`config.mk`:
```
export PLATFORM = sky130hd
export DESIGN_NAME = button_press_classifier
export DESIGN_NICKNAME = d
export VERILOG_FILES = /design/src/hdl/bpc_pkg.sv /design/src/hdl/bpc_apb_regs.sv /design/src/hdl/bpc_state_ram.sv /design/src/hdl/bpc_update.sv /design/src/hdl/button_press_classifier.sv
export SDC_FILE = /design/constraint.sdc
export NUM_CORES = 1
export LEC_CHECK = 0
export ABC_CLOCK_PERIOD_IN_PS = 17000
export CAP_MARGIN = 20
export CELL_PAD_IN_SITES_DETAIL_PLACEMENT = 0
export CELL_PAD_IN_SITES_GLOBAL_PLACEMENT = 2
export CORE_MARGIN = 3
export CORE_UTILIZATION = 52
export CTS_BUF_LIST = sky130_fd_sc_hd__clkbuf_2
export DETAILED_ROUTE_END_ITERATION = 6
export DONT_BUFFER_PORTS = 1
export PLACE_DENSITY_LB_ADDON = 0.1
export SYNTH_ARGS = -nofsm -noshare
export SYNTH_HDL_FRONTEND = slang
export SYNTH_SLANG_ARGS = --single-unit
```
`constraint.sdc`:
```
create_clock -name aclk -period 17 [get_ports aclk]
set_input_delay 0.85 -clock aclk [delete_from_list [all_inputs] [get_ports aclk]]
set_output_delay 0.85 -clock aclk [all_outputs]
set_load 0.01 [all_outputs]
```
`src/hdl/bpc_pkg.sv`:
```
// Types and constants for the button press classifier.
// No dependencies.
`timescale 1ns / 1ps

package bpc_pkg;

    typedef enum logic [3:0] {
        PH_IDLE = 4'b0001,
        PH_DOWN = 4'b0010,
        PH_WAIT = 4'b0100,
        PH_LONG = 4'b1000
    } phase_t;

    typedef enum logic [1:0] {
        KIND_SHORT  = 2'd0,
        KIND_DOUBLE = 2'd1,
        KIND_LONG   = 2'd2
    } kind_t;

    // register indexes (byte address / 4)
    localparam logic [2:0] REG_DEBOUNCE = 3'd0;
    localparam logic [2:0] REG_LONG_MS  = 3'd1;
    localparam logic [2:0] REG_GAP_MS   = 3'd2;
    localparam logic [2:0] REG_SHORT_EN = 3'd3;
    localparam logic [2:0] REG_DOUBLE_EN = 3'd4;
    localparam logic [2:0] REG_LONG_EN  = 3'd5;

    localparam logic [3:0]  DEBOUNCE_RESET = 4'd3;
    localparam logic [15:0] LONG_MS_RESET  = 16'd800;
    localparam logic [15:0] GAP_MS_RESET   = 16'd300;

    localparam int PADDR_W = 5;

    typedef struct packed {
        logic [3:0]  debounce_count;
        logic [15:0] long_press_ms;
        logic [15:0] double_gap_ms;
        logic [15:0] short_mask;
        logic [15:0] double_mask;
        logic [15:0] long_mask;
    } cfg_t;

    // one per-button entry of the state memory
    typedef struct packed {
        logic [31:0] release_time;
        logic [31:0] press_time;
        phase_t      phase;
        logic [3:0]  count;
        logic        last;
        logic        stable;
    } entry_t;

    localparam entry_t ENTRY_RESET = '{
        release_time: 32'd0,
        press_time:   32'd0,
        phase:        PH_IDLE,
        count:        4'd0,
        last:         1'b0,
        stable:       1'b0
    };

    typedef struct packed {
        logic  fire;
        kind_t kind;
    } press_t;

endpackage

```
`src/hdl/bpc_apb_regs.sv`:
```
// APB configuration registers of the button press classifier.
// Depends on bpc_pkg.
`timescale 1ns / 1ps

module bpc_apb_regs
    import bpc_pkg::*;
(
    input  logic               aclk,
    input  logic               aresetn,
    input  logic               psel,
    input  logic               penable,
    input  logic               pwrite,
    input  logic [PADDR_W-1:0] paddr,
    input  logic [31:0]        pwdata,
    output logic [31:0]        prdata,
    output logic               pready,
    output cfg_t               cfg
);

    cfg_t       cfg_reg;
    cfg_t       cfg_next;
    logic [2:0] reg_idx;
    logic       wr_en;

    assign pready  = 1'b1;
    assign reg_idx = paddr[PADDR_W-1:2];
    assign wr_en   = psel & penable & pwrite & pready;
    assign cfg     = cfg_reg;

    always_comb begin
        cfg_next = cfg_reg;
        if (wr_en) begin
            unique case (reg_idx)
                REG_DEBOUNCE:  cfg_next.debounce_count = pwdata[3:0];
                REG_LONG_MS:   cfg_next.long_press_ms  = pwdata[15:0];
                REG_GAP_MS:    cfg_next.double_gap_ms  = pwdata[15:0];
                REG_SHORT_EN:  cfg_next.short_mask     = pwdata[15:0];
                REG_DOUBLE_EN: cfg_next.double_mask    = pwdata[15:0];
                REG_LONG_EN:   cfg_next.long_mask      = pwdata[15:0];
                default: ;
            endcase
        end
    end

    always_ff @(posedge aclk) begin
        if (!aresetn) begin
            cfg_reg.debounce_count <= DEBOUNCE_RESET;
            cfg_reg.long_press_ms  <= LONG_MS_RESET;
            cfg_reg.double_gap_ms  <= GAP_MS_RESET;
            cfg_reg.short_mask     <= 16'd0;
            cfg_reg.double_mask    <= 16'd0;
            cfg_reg.long_mask      <= 16'd0;
        end else begin
            cfg_reg <= cfg_next;
        end
    end

    always_comb begin
        unique case (reg_idx)
            REG_DEBOUNCE:  prdata = {28'd0, cfg_reg.debounce_count};
            REG_LONG_MS:   prdata = {16'd0, cfg_reg.long_press_ms};
            REG_GAP_MS:    prdata = {16'd0, cfg_reg.double_gap_ms};
            REG_SHORT_EN:  prdata = {16'd0, cfg_reg.short_mask};
            REG_DOUBLE_EN: prdata = {16'd0, cfg_reg.double_mask};
            REG_LONG_EN:   prdata = {16'd0, cfg_reg.long_mask};
            default:       prdata = 32'd0;
        endcase
    end

endmodule

```
`src/hdl/bpc_state_ram.sv`:
```
// Per-button state memory: registered read, valid bits, write bypass.
// Depends on bpc_pkg.
`timescale 1ns / 1ps

module bpc_state_ram
    import bpc_pkg::*;
#(
    parameter int DEPTH = 16,
    parameter int AW    = 4
) (
    input  logic          aclk,
    input  logic          aresetn,
    input  logic          rd_en,
    input  logic [AW-1:0] rd_addr,
    input  logic          wr_en,
    input  logic [AW-1:0] wr_addr,
    input  entry_t        wr_entry,
    output entry_t        rd_entry
);

    entry_t             mem [DEPTH];
    entry_t             rdata_reg;
    entry_t             byp_reg;
    logic               byp_hit_reg;
    logic               rvalid_reg;
    logic [DEPTH-1:0]   valid_reg;

    always_ff @(posedge aclk) begin
        if (wr_en) begin
            mem[wr_addr] <= wr_entry;
        end
        if (rd_en) begin
            rdata_reg <= mem[rd_addr];
        end
    end

    // entry being written while read: the read sees the old word, so keep the new one
    always_ff @(posedge aclk) begin
        if (rd_en && wr_en && (wr_addr == rd_addr)) begin
            byp_reg <= wr_entry;
        end
    end

    always_ff @(posedge aclk) begin
        if (!aresetn) begin
            valid_reg   <= '0;
            byp_hit_reg <= 1'b0;
            rvalid_reg  <= 1'b0;
        end else begin
            if (wr_en) begin
                valid_reg[wr_addr] <= 1'b1;
            end
            if (rd_en) begin
                byp_hit_reg <= wr_en && (wr_addr == rd_addr);
                rvalid_reg  <= valid_reg[rd_addr];
            end
        end
    end

    always_comb begin
        priority if (byp_hit_reg) begin
            rd_entry = byp_reg;
        end else if (rvalid_reg) begin
            rd_entry = rdata_reg;
        end else begin
            rd_entry = ENTRY_RESET;
        end
    end

endmodule

```
`src/hdl/bpc_update.sv`:
```
// Debounce and press-phase update for one button entry.
// Depends on bpc_pkg.
`timescale 1ns / 1ps

module bpc_update
    import bpc_pkg::*;
(
    input  cfg_t        cfg,
    input  entry_t      cur,
    input  logic [3:0]  idx,
    input  logic        raw,
    input  logic [31:0] now,
    output entry_t      nxt,
    output press_t      press
);

    logic        settled;
    logic        changed;
    logic        in_wait;
    logic [31:0] base;
    logic [15:0] limit;
    logic [31:0] elapsed;
    logic        timeout;
    logic        short_en;
    logic        double_en;
    logic        long_en;

    assign in_wait   = (cur.phase == PH_WAIT);
    assign base      = in_wait ? cur.release_time : cur.press_time;
    assign limit     = in_wait ? cfg.double_gap_ms : cfg.long_press_ms;
    assign elapsed   = now - base;
    assign timeout   = (elapsed >= {16'd0, limit});
    assign short_en  = cfg.short_mask[idx];
    assign double_en = cfg.double_mask[idx];
    assign long_en   = cfg.long_mask[idx];

    always_comb begin
        nxt   = cur;
        press = '{fire: 1'b0, kind: KIND_SHORT};

        if (raw == cur.last) begin
            if (cur.count < cfg.debounce_count) begin
                nxt.count = cur.count + 4'd1;
            end
        end else begin
            nxt.last  = raw;
            nxt.count = 4'd1;
        end

        settled = (nxt.count >= cfg.debounce_count);
        changed = settled && (raw != cur.stable);
        if (changed) begin
            nxt.stable = raw;
        end

        unique case (cur.phase)
            PH_IDLE: begin
                if (changed && nxt.stable) begin
                    nxt.phase      = PH_DOWN;
                    nxt.press_time = now;
                end
            end
            PH_DOWN: begin
                if (changed && !nxt.stable) begin
                    nxt.release_time = now;
                    if (double_en) begin
                        nxt.phase = PH_WAIT;
                    end else begin
                        press     = '{fire: short_en, kind: KIND_SHORT};
                        nxt.phase = PH_IDLE;
                    end
                end else if (nxt.stable && timeout) begin
                    press     = '{fire: long_en, kind: KIND_LONG};
                    nxt.phase = PH_LONG;
                end
            end
            PH_WAIT: begin
                if (changed && nxt.stable) begin
                    press     = '{fire: double_en, kind: KIND_DOUBLE};
                    nxt.phase = PH_LONG;
                end else if (timeout) begin
                    press     = '{fire: short_en, kind: KIND_SHORT};
                    nxt.phase = PH_IDLE;
                end
            end
            PH_LONG: begin
                if (changed && !nxt.stable) begin
                    nxt.phase = PH_IDLE;
                end
            end
            default: ;
        endcase
    end

endmodule

```
`src/hdl/button_press_classifier.sv`:
```
// Top level of the button press classifier: stream ports, APB, pipeline.
// Depends on bpc_pkg, bpc_apb_regs, bpc_state_ram, bpc_update.
`timescale 1ns / 1ps

// Button press classifier. Each s_ beat is one poll sample of one button
// (index, raw level, millisecond time stamp); the block debounces the level
// per button and reports short, double and long presses as m_ beats, at most
// one per sample. Samples are taken one per clock while the input is not
// held off: a beat is registered into the sample stage as the per-button
// state memory is read, then the sample stage updates the entry, writes it
// back and loads the result register. Back-to-back samples for
// the same button are served by a write bypass around the memory. The input
// holds off only when a sample that raises a press meets a press beat still
// waiting on m_tready. Samples for buttons at or above BUTTONS are dropped.
// State starts cleared after reset through per-entry valid bits, so no
// clearing pass is needed. Configure only while no samples are in flight.

module button_press_classifier
    import bpc_pkg::*;
#(
    parameter int BUTTONS = 16
) (
    input  logic               aclk,
    input  logic               aresetn,
    // sample input
    input  logic               s_tvalid,
    output logic               s_tready,
    input  logic [39:0]        s_tdata,   // [3:0] button_index, [4] raw_pressed,
                                          // [36:5] now_ms, [39:37] zero
    // press output
    output logic               m_tvalid,
    input  logic               m_tready,
    output logic [7:0]         m_tdata,   // [3:0] press_button, [7:4] zero
    output logic [1:0]         m_tuser,   // [1:0] press_kind
    // configuration
    input  logic               psel,
    input  logic               penable,
    input  logic               pwrite,
    input  logic [PADDR_W-1:0] paddr,
    input  logic [31:0]        pwdata,
    output logic [31:0]        prdata,
    output logic               pready
);

    // the 4-bit index reaches at most 16 entries
    localparam int DEPTH = (BUTTONS < 16) ? BUTTONS : 16;
    localparam int AW    = (DEPTH > 1) ? $clog2(DEPTH) : 1;

    cfg_t        cfg;
    entry_t      cur_entry;
    entry_t      nxt_entry;
    press_t      press;

    logic [3:0]  s_idx;
    logic        s_in_range;
    logic        accept;

    // sample stage
    logic        s1_valid_reg, s1_valid_next;
    logic [3:0]  s1_idx_reg;
    logic        s1_raw_reg;
    logic [31:0] s1_now_reg;
    logic        s1_live_reg;
    logic        s1_stall;
    logic        s1_go;
    logic        wr_en;

    // result register
    logic        m_valid_reg, m_valid_next;
    logic [3:0]  m_button_reg;
    kind_t       m_kind_reg;

    assign s_idx      = s_tdata[3:0];
    assign s_in_range = (int'(s_idx) < BUTTONS);
    assign accept     = s_tvalid & s_tready;

    bpc_apb_regs u_regs (
        .aclk    (aclk),
        .aresetn (aresetn),
        .psel    (psel),
        .penable (penable),
        .pwrite  (pwrite),
        .paddr   (paddr),
        .pwdata  (pwdata),
        .prdata  (prdata),
        .pready  (pready),
        .cfg     (cfg)
    );

    bpc_state_ram #(
        .DEPTH (DEPTH),
        .AW    (AW)
    ) u_ram (
        .aclk     (aclk),
        .aresetn  (aresetn),
        .rd_en    (accept),
        .rd_addr  (s_idx[AW-1:0]),
        .wr_en    (wr_en),
        .wr_addr  (s1_idx_reg[AW-1:0]),
        .wr_entry (nxt_entry),
        .rd_entry (cur_entry)
    );

    bpc_update u_upd (
        .cfg   (cfg),
        .cur   (cur_entry),
        .idx   (s1_idx_reg),
        .raw   (s1_raw_reg),
        .now   (s1_now_reg),
        .nxt   (nxt_entry),
        .press (press)
    );

    // a press can only leave when the result register is free or emptying
    assign s1_stall = s1_valid_reg & s1_live_reg & press.fire & m_valid_reg & ~m_tready;
    assign s1_go    = s1_valid_reg & ~s1_stall;
    assign wr_en    = s1_go & s1_live_reg;
    assign s_tready = ~s1_stall;

    always_comb begin
        s1_valid_next = s1_valid_reg;
        if (accept) begin
            s1_valid_next = 1'b1;
        end else if (s1_go) begin
            s1_valid_next = 1'b0;
        end
    end

    always_comb begin
        m_valid_next = m_valid_reg;
        if (wr_en && press.fire) begin
            m_valid_next = 1'b1;
        end else if (m_tready) begin
            m_valid_next = 1'b0;
        end
    end

    always_ff @(posedge aclk) begin
        if (!aresetn) begin
            s1_valid_reg <= 1'b0;
            m_valid_reg  <= 1'b0;
        end else begin
            s1_valid_reg <= s1_valid_next;
            m_valid_reg  <= m_valid_next;
        end
    end

    always_ff @(posedge aclk) begin
        if (accept) begin
            s1_idx_reg  <= s_idx;
            s1_raw_reg  <= s_tdata[4];
            s1_now_reg  <= s_tdata[36:5];
            s1_live_reg <= s_in_range;
        end
        if (wr_en && press.fire) begin
            m_button_reg <= s1_idx_reg;
            m_kind_reg   <= press.kind;
        end
    end

    assign m_tvalid = m_valid_reg;
    assign m_tdata  = {4'd0, m_button_reg};
    assign m_tuser  = m_kind_reg;

endmodule

```
==> impl_results.md <==
* Yosys warnings at 0
* Crit path from: u_ram.byp_hit_reg$_SDFFE_PN0P_
* CP required at 16.15 ns
* DR pass1 iterations at 7
* Initial core utilization at 52.90%
* Port bufs at 0
* Wire per inst at 29.27 um
* Initial antenna violation count at 3
* Core area at 113400 um2
* Flops & latches, synth at 1479
* Synth async-reset ratio at 0%
* CP Class: reg2out
* Hold Slack at 0.2678 ns
* Max frequency at 0.09562 GHz
* Post-DP HPWL at 79420 um
* HP Start: pwrite
* Worst skew pair latency at approximately 1.7 ns
* EDFF count, synth at 1375
* Via count at 33196
* Total CTS buffers at between 300 and 400
* Max Root-Sink Buffers at 4
* Worst r2r dst: u_ram.mem[5][8]$_DFFE_PP_
* Vias in the first global route at roughly 34000
* P_leak at 0.02263 uW
* GPL Wtd Cong at 0.8249
* CTS root buf: clkbuf_2
* Max FFs per register at 1184
* Number of setup buffers added after CTS at 0
* # H-tree levels at 5
* Hold Path End: u_regs.cfg[67]$_SDFFE_PN0P_
* Vias per cell at 6.186
* Fill cells at 8597
* Post-Synthesis Cells at 3170
* Routed WL at 157000 um
* Area delta synth->final at 11.51%
* Die area at 119500 um2
* HP Class: in2reg
* PD cells at 100.4 nW/um2
* Rows at 123
* Remaining DRCs at 0
* Antenna Nets Post-Route at 0
* Register area at 43380 um2
* Skew final at 0.1566 ns
* Remaining global-route overflow at 0
* Setup slack, reg-to-reg at between 6 and 7 ns
* Critical Path End Type: primary output
* Layout Nets at 3769
* Hold path cells at 5
* Final cell count without fillers at 5366
* Post-CTS Resized at 0
* RSZ-0062 raised after global routing: false
* Chip Width at 345.7 um
* Crit-path max FO at 32
* Max rail drop VDD at 69.71 uV
* Main flop type after synthesis: edfxtp_1
* Slew headroom at 12.91%
* DR iter-0 viols at around 3300
* CTS Sinks at 1479
* Total global-route track usage at 26.21%
* Hold_buf cts at 151
* Slew Viols, Final at 0
* DIE HEIGHT at approximately 350 um
* Synthesized area at 60000 um2
* Period Utilization, post-route at 61.52%
* CTS tree: done
* Worst r2r src: u_ram.byp_hit_reg$_SDFFE_PN0P_
* Crit path launch type: register
* Worst r2r path cells at 26
* TNS Setup at 0 ns
* Final hold vios at 0
* First-pass GRT wire length at between 200000 and 250000 um
* Outcome: finished, final reports clean
* Pin count of the biggest net entering global routing at between 200 and 300
* Placed cells at 4537
* Syn_area_per_cell at about 19 um2
* CP Data Arrival Time at between 9 and 10 ns
* Worst Tran Pin Value at 1.306 ns
* Final min period at around 10 ns
* Layout cells sized above 1 at between 20 and 30%
* Post-synthesis sequential area ratio at between 70 and 80%
* Unique cell type count in the Yosys netlist at between 60 and 70
* Ports at between 100 and 150
* Maximum Capacitance Violations at 0
* Setup violators final at 0
* Footprint of the multi-input gates at 15920 um2
* Clk slew on worst S/H paths at around 0.11 ns
-- cell type report --
class,count,area share [%]
well taps,1500,2.805
repair buffers,260,3.856
clock inverters,80,0.5610
inverters,30,0.1683
clock buffers,530,3.964
diodes,8,0.02992
flip-flops and latches,1479,64.83
multi-input cells,1479,23.79
-- synth_stat cells (9+ instances only) --
master	n	area share [%]
a21boi_0	78	0.98
a21o_1	12	0.15
a21oi_1	112	0.93
a22oi_1	86	1.1
and3_1	10	0.10
buf_1	38	0.24
buf_4	21	0.26
clkbuf_1	137	0.86
dfxtp_1	104	3.5
edfxtp_1	1375	69
ha_1	57	1.2
inv_1	30	0.19
mux2_2	47	0.88
mux2i_1	40	0.67
mux4_2	391	15
nand2_1	225	1.4
nand2b_1	15	0.16
nand3_1	27	0.23
nand4_1	19	0.20
nor2_1	114	0.71
nor2b_1	12	0.13
nor3_1	16	0.13
o211ai_1	9	0.11
o21a_1	25	0.31
o21ai_0	28	0.23
o22ai_1	20	0.21
xnor2_1	15	0.22
xor2_1	9	0.13
-- layer usage --
metal  vias up  global-route usage (%)  part of all wire, %
met1     17454                   36.30                   41
li1      14037                       -                    -
met2      1422                   42.38                   49
met3       283                   5.037                  7.2
met5         -                       0                    0
met4         0                   8.739                  2.5
-- kinds of logic after synthesis --
| kind of cell | after synthesis | share of synthesized area, % |
|---|---|---|
| AOI/OAI and AO/OA | 429 | 4.853 |
| xor gates and xnor gates | 24 | 0.3503 |
| adders and majority gates | 58 | 1.222 |
| buffers and inverters | 231 | 1.587 |
| DFF | 1479 | 72.29 |
| muxes | 478 | 16.23 |
| other | 2 | 0.01252 |
| and+or+nand+nor | 469 | 3.464 |
-- worst max-delay path by stage --
stage / end / slack, ns
after floorplan: u_ram.mem[12][0]$_DFFE_PP_ / 3.96
after global placement: u_ram.mem[5][53]$_DFFE_PP_ / 6.84
after detailed placement: u_ram.mem[5][48]$_DFFE_PP_ / 6.83
after CTS: s_tready / 6.42
after global routing: s_tready / 5.97
final: s_tready / 6.54
-- metrics by stage --
stage | utilization (%) | setup slack (ns) | power [uW] | cell area, um2
floorplan | - | 3.959 | 4424 | 60070
global placement | 54.35 | 6.840 | 4481 | 61640
detailed placement | 54.37 | 6.830 | 4489 | 61670
CTS | 58.46 | 6.416 | 6794 | 66300
global route | 58.99 | 5.973 | 7013 | 66910
finish | 58.99 | 6.542 | 6719 | 66910
-- power breakdown --
group / internal [uW] / total [uW] / switching, uW / leakage, uW
registers: 4020 / 4060 / 36.9 / 0.0138
logic: 192 / 448 / 256 / 0.00642
clock network: 855 / 2210 / 1360 / 0.00240
total: 5070 / 6720 / 1650 / 0.0226
-- worst max-delay path, stage by stage, from the launching register on --
cell	delay [ns]
dfxtp_4	0.77
nor2b_4	0.27
buf_4	0.38
a22oi_1	0.58
nand3_4	0.59
mux2_2	0.51
ha_1	0.39
o211ai_1	0.14
a21oi_1	0.21
nor2_1	0.12
a2111o_1	0.42
nand2_1	0.09
xor2_1	0.25
ha_1	0.32
a21oi_1	0.15
o21ai_0	0.14
a211oi_1	0.44
o211ai_1	0.13
a2111oi_0	0.37
and4b_1	0.25
nand4_1	0.20
nor4_4	0.55
a2bb2oi_1	0.35
or2_2	0.25
-- layout by cell type (no fill, tap or decap), drive strengths merged, types with 36 or more instances in the layout --
cell type	Yosys	layout
nor2	114	114
a22oi	86	86
dlygate4sd3	0	147
inv	30	36
nand2	225	225
buf	64	113
mux4	391	391
clkbuf	137	530
dfxtp	104	104
edfxtp	1375	1375
mux2i	40	40
clkinv	0	71
ha	57	57
a21oi	112	112
a21boi	79	79
mux2	47	47
(Power assumes the default switching activity.)
